$ cat config.mk
export PLATFORM = sky130hd
export DESIGN_NAME = tmhq_ctrl
export DESIGN_NICKNAME = d
export VERILOG_FILES = /design/src/hw/rtl/tmhq_pkg.sv /design/src/hw/rtl/tmhq_ctrl.sv
export SDC_FILE = /design/constraint.sdc
export NUM_CORES = 1
export LEC_CHECK = 0
export BUFFER_PORTS_ARGS = -buffer_cell sky130_fd_sc_hd__clkbuf_2
export CORE_AREA = 2 2 39 41
export CTS_CLUSTER_SIZE = 20
export DETAILED_ROUTE_END_ITERATION = 8
export DIE_AREA = 0 0 41 43
export PLACE_DENSITY = 0.65
export SLEW_MARGIN = 20
export SYNTH_ARGS = -nofsm -noshare
export SYNTH_HDL_FRONTEND = slang
export SYNTH_SLANG_ARGS = --single-unit
export TNS_END_PERCENT = 1
$ cat constraint.sdc
create_clock -name clock -period 1.85 [get_ports clock]
set_clock_uncertainty 0.1 [all_clocks]
set_input_delay 0.2775 -clock clock [delete_from_list [all_inputs] [get_ports clock]]
set_output_delay 0.2775 -clock clock [all_outputs]
set_load 0.02 [all_outputs]
$ cat src/hw/rtl/tmhq_pkg.sv
// ----------------------------------------------------------------------------
// Task min-heap queue package
// Shared types and codes for the heap controller, the heap datapath and the
// top level.
// ----------------------------------------------------------------------------
package tmhq_pkg;

   // Operation codes on the request channel. The unused code is handled as a peek.
   localparam logic [1:0] KIND_INSERT = 2'd0;
   localparam logic [1:0] KIND_REMOVE = 2'd1;
   localparam logic [1:0] KIND_PEEK   = 2'd2;

   // Result status codes.
   localparam logic [1:0] STATUS_OK    = 2'd0;
   localparam logic [1:0] STATUS_EMPTY = 2'd1;
   localparam logic [1:0] STATUS_FULL  = 2'd2;

   // One heap entry as it sits in the heap memory.
   typedef struct packed {
      logic [15:0] task_id;
      logic [30:0] deadline;
      logic [30:0] arrival;
   } entry_type;

   // Controller states.
   typedef enum logic [3:0] {
      ST_IDLE,
      ST_DECODE,
      ST_UP_RD,
      ST_UP_CMP,
      ST_WR_ENT,
      ST_ROOT_RD,
      ST_ROOT_TAKE,
      ST_LAST,
      ST_DN_RDL,
      ST_DN_RDR,
      ST_DN_CMP,
      ST_DONE
   } ctrl_state_type;

   // Commands from the controller to the datapath, one per cycle.
   typedef enum logic [3:0] {
      OP_IDLE,
      OP_LOAD,
      OP_UP_READ,
      OP_UP_STEP,
      OP_WR_ENT,
      OP_ROOT_READ,
      OP_ROOT_TAKE,
      OP_LAST_TAKE,
      OP_DN_READ_L,
      OP_DN_READ_R,
      OP_DN_STEP,
      OP_POST
   } dp_op_type;

   // Status flags from the datapath back to the controller.
   typedef struct packed {
      logic is_insert;
      logic is_remove;
      logic full;
      logic empty;
      logic last_one;
      logic parent_zero;
      logic up_less;
      logic has_left;
      logic dn_move;
      logic rsp_free;
   } dp_status_type;

endpackage

$ cat src/hw/rtl/tmhq_ctrl.sv
// ----------------------------------------------------------------------------
// Task min-heap queue controller
// Sequences one heap operation at a time and issues datapath commands.
// ----------------------------------------------------------------------------
module tmhq_ctrl (
   input  logic                    clock,
   input  logic                    reset,
   input  logic                    req_valid,
   input  tmhq_pkg::dp_status_type status,
   output logic                    req_ready,
   output tmhq_pkg::dp_op_type     op
);
   import tmhq_pkg::*;

   ctrl_state_type state_ff;
   ctrl_state_type state_in;

   always_ff @(posedge clock) begin
      if (reset) begin
         state_ff <= ST_IDLE;
      end else begin
         state_ff <= state_in;
      end
   end

   always_comb begin
      state_in  = state_ff;
      op        = OP_IDLE;
      req_ready = 1'b0;
      unique case (state_ff)
         ST_IDLE: begin
            req_ready = 1'b1;
            if (req_valid) begin
               op       = OP_LOAD;
               state_in = ST_DECODE;
            end
         end
         ST_DECODE: begin
            if (status.is_insert) begin
               if (status.full) begin
                  state_in = ST_DONE;
               end else if (status.empty) begin
                  state_in = ST_WR_ENT;
               end else begin
                  state_in = ST_UP_RD;
               end
            end else if (status.empty) begin
               state_in = ST_DONE;
            end else begin
               state_in = ST_ROOT_RD;
            end
         end
         ST_UP_RD: begin
            op       = OP_UP_READ;
            state_in = ST_UP_CMP;
         end
         ST_UP_CMP: begin
            op = OP_UP_STEP;
            if (status.up_less && !status.parent_zero) begin
               state_in = ST_UP_RD;
            end else begin
               state_in = ST_WR_ENT;
            end
         end
         ST_WR_ENT: begin
            op       = OP_WR_ENT;
            state_in = ST_DONE;
         end
         ST_ROOT_RD: begin
            op       = OP_ROOT_READ;
            state_in = ST_ROOT_TAKE;
         end
         ST_ROOT_TAKE: begin
            op = OP_ROOT_TAKE;
            if (!status.is_remove || status.last_one) begin
               state_in = ST_DONE;
            end else begin
               state_in = ST_LAST;
            end
         end
         ST_LAST: begin
            op       = OP_LAST_TAKE;
            state_in = ST_DN_RDL;
         end
         ST_DN_RDL: begin
            op = OP_DN_READ_L;
            if (status.has_left) begin
               state_in = ST_DN_RDR;
            end else begin
               state_in = ST_WR_ENT;
            end
         end
         ST_DN_RDR: begin
            op       = OP_DN_READ_R;
            state_in = ST_DN_CMP;
         end
         ST_DN_CMP: begin
            op = OP_DN_STEP;
            if (status.dn_move) begin
               state_in = ST_DN_RDL;
            end else begin
               state_in = ST_WR_ENT;
            end
         end
         ST_DONE: begin
            if (status.rsp_free) begin
               op       = OP_POST;
               state_in = ST_IDLE;
            end
         end
         default: begin
            state_in = ST_IDLE;
         end
      endcase
   end

endmodule

==> out/summary.txt <==
status = completed
Ant. Diodes = 0
RSZ-0062 raised after global routing = no
Syn. warnings = 0
Worst R2R End = state_ff[3]$_SDFFE_PP0P_
Congestion Overflow GR = 0
Crit path max-delay family = simple AND/OR/NAND/NOR gates
maxcap violations = 0
Fillers = 159
pwr dens = 1700 nW/um2
endpoints failing setup = 0
unique cell type count in the Yosys netlist = 31
Post-Synth Simple-Gate Area = 0.323
Combinational Power Share = 0.607
Storage cell area = 85.1 um2
Max-slew headroom = 0.733
CTS Buf Count = 3
Final nets = 92
Routed WL per cell = 11.8 um
clk_lat worst skew = 0.24 ns
gr usage total = 0.146
number of flip-flops under the largest register name = 4
Final HPWL DP = 868 um
Sum Neg Setup Slack = 0 ns
sw frac = 0.519
clock sink count = 4
syn avg cell area = 6.84 um2
number of post-CTS setup repair buffers = 0
total die area = 1760 um2
share of layout cells above drive strength 1 = 0.351
largest family of logic cells by synthesized area = compound AO/OA/AOI/OAI gates
Post-CTS Hold Buffers = 0
Yosys reg bits = 4
Die X = 41 um
vias = 518
Critical Path Source Type = flip-flop
crit-path max cell delay = 0.37 ns
core area = 1380 um2
ANT nets after route = 0
R2R depth = 4
Int Pwr = 0.426 mW
Sw Pwr = 0.461 mW
Final Hold Vio Count = 0
hold slack = 0.197 ns
clk root buf = clkbuf_4
Hold Crit Start = reset
1st-pass router iterations = 4
clk buf depth = 2
vias per std cell = 5.57
r2r startpoint = state_ff[2]$_SDFFE_PP0P_
clock network power share = 0.125
Adder-Cell Fraction of Synth Area = 0
initial antenna violation count = 0
min cycle time layout = 1.74 ns
synthesis-to-layout area growth = 27.1%
port bufs = 17
largest net degree at the start of global routing = 13
post-synthesis mux area share = 0
initial core utilization = 0.297
CP Class = reg -> out
routed wire length = 1.10 mm
Syn Nets = 73
Seq/Total Area, Yosys = 0.195
Die Span Y = 43 um
commonest non-fill, non-tap cell in the layout = clkbuf_2
fin. max-slew vios = 0
Multi-input gate area = 290 um2
Mapped Area = 410 um2
total I/O pin count = 18
worst path required time = 1.47 ns
Hold Path Depth = 2
CP Buf/Inv Count = 1
row cnt = 14
top flop regs = state_ff (4)
worst slew pin tran = 0.400 ns
Final period util = 0.943
worst hold endpoint = state_ff[3]$_SDFFE_PP0P_
first-pass GRT wire length = 1.76 mm
Worst Setup End Kind = output pin
cells after synthesis = 60
most frequent cells in the layout = 17 x clkbuf_2, 7 x nand2_1, 6 x nor2_1, 6 x a21oi_1, 4 x inv_1
vias in the first global route = 418
sequential share of power = 0.268
XOR/XNOR Fraction of Synth Area = 0
R2R setup slack = 0.44 ns
Remaining DRCs = 0
Iter 0 DRT Violations = 36
H-tree depth = 1
Placer Congestion = 0.900
Max rail drop VDD = 0.586 mV
TritonCTS clock tree = yes
critical path fanouts, max = 7
crit path cell chain = or2_4, nor3_2, a32o_1, clkbuf_2
Synth Area in Compound Gates = 0.384
Max Clk Rate = 573 MHz
clock-pin slew on the worst setup and hold paths = 0.04 ns
P_leak = 0.220 nW
Most flops, register = state_ff
critical path arrival = 1.37 ns
HP Class = in -> reg
Slowest-stage cell, CP = dfxtp_1
==> power groups by stage <==
| stage | combinational [mW] | clock [mW] | sequential [mW] |
|---|---|---|---|
| 2_1_floorplan | 0.497 | 0 | 0.151 |
| 3_3_place_gp | 0.538 | 0 | 0.226 |
| 3_5_place_dp | 0.540 | 0 | 0.229 |
| 4_1_cts | 0.542 | 0.115 | 0.229 |
| 5_1_grt | 0.592 | 0.120 | 0.251 |
| 6_report | 0.539 | 0.111 | 0.238 |
==> through the flow <==
stage	util	power [mW]	instances	cell area, um2	setup slack [ns]
2_1_floorplan	-	0.648	60	410	0.157
3_3_place_gp	0.357	0.764	90	494	0.239
3_5_place_dp	0.357	0.769	90	494	0.215
4_1_cts	0.374	0.886	93	518	0.0643
5_1_grt	0.377	0.963	93	522	0.00239
6_report	0.377	0.887	93	522	0.106
==> area by class of cell <==
| cell class | instances | area share |
|---|---|---|
| clock buffer | 3 | 0.0432 |
| inverter | 5 | 0.0360 |
| multi-input combinational | 48 | 0.556 |
| sequential | 4 | 0.163 |
| tap | 16 | 0.0384 |
| timing repair buffer | 17 | 0.163 |
==> worst reg2reg max path: stages (launching register included) <==
cell	delay (ns)
dfxtp_1	0.37
or2_4	0.27
o31ai_1	0.25
nand3_1	0.13
a41oi_2	0.21
==> cells in the mapped netlist <==
| library cell | instances | share of area |
|---|---|---|
| nand2_1 | 7 | 0.064 |
| a21oi_1 | 6 | 0.073 |
| nor2_1 | 6 | 0.055 |
| dfxtp_1 | 4 | 0.20 |
| inv_1 | 4 | 0.037 |
| o21ai_0 | 3 | 0.037 |
| a31oi_1 | 2 | 0.030 |
| buf_2 | 2 | 0.024 |
| nand3_1 | 2 | 0.024 |
| nor2b_1 | 2 | 0.030 |
| nor3_1 | 2 | 0.024 |
| a211o_1 | 1 | 0.021 |
| a21o_1 | 1 | 0.018 |
| a311o_1 | 1 | 0.024 |
| a31o_1 | 1 | 0.021 |
| a32o_1 | 1 | 0.024 |
| a41oi_2 | 1 | 0.040 |
| and2_1 | 1 | 0.015 |
| buf_6 | 1 | 0.027 |
| inv_2 | 1 | 0.0091 |
| nand3b_1 | 1 | 0.018 |
| nand4_1 | 1 | 0.015 |
| nor3_2 | 1 | 0.024 |
| nor4_1 | 1 | 0.015 |
| o2111ai_1 | 1 | 0.021 |
| o211ai_1 | 1 | 0.018 |
| o22ai_1 | 1 | 0.015 |
| o31ai_1 | 1 | 0.018 |
| o32ai_1 | 1 | 0.021 |
| or2_2 | 1 | 0.015 |
| or2_4 | 1 | 0.021 |
==> cells by family (layout without fill, tap and decap cells) <==
logic type	count (synthesis)	after routing
buf+inv	8	25
compound gates	22	22
flops	4	4
simple gates	26	26
==> worst max-delay path by stage <==
| stage | start | endpoint | slack, ns | depth (start not counted) |
|---|---|---|---|---|
| 6_report | state_ff[2]$_SDFFE_PP0P_ | op[0] | 0.11 | 4 |
| 5_1_grt | state_ff[2]$_SDFFE_PP0P_ | op[0] | 0.002 | 5 |
| 4_1_cts | state_ff[1]$_SDFFE_PP0P_ | op[0] | 0.06 | 5 |
| 3_5_place_dp | state_ff[1]$_SDFFE_PP0P_ | op[0] | 0.21 | 5 |
| 3_3_place_gp | state_ff[1]$_SDFFE_PP0P_ | op[0] | 0.24 | 5 |
| 2_1_floorplan | state_ff[1]$_SDFFE_PP0P_ | op[0] | 0.16 | 4 |
==> what timing repair did <==
item	CTS	global route
cloned	0	0
resized for setup	1	2
endpoints found under the setup margin	1	1
==> metal layers <==
| metal | vias to the layer above | global-route usage | share of wire |
|---|---|---|---|
| li1 | 259 | - | - |
| met4 | 0 | 0.0400 | 0 |
| met1 | 226 | 0.196 | 0.41 |
| met3 | 0 | 0.0628 | 0.11 |
| met5 | - | 0 | 0 |
| met2 | 33 | 0.206 | 0.47 |
Power figures use the tool's default switching activity.
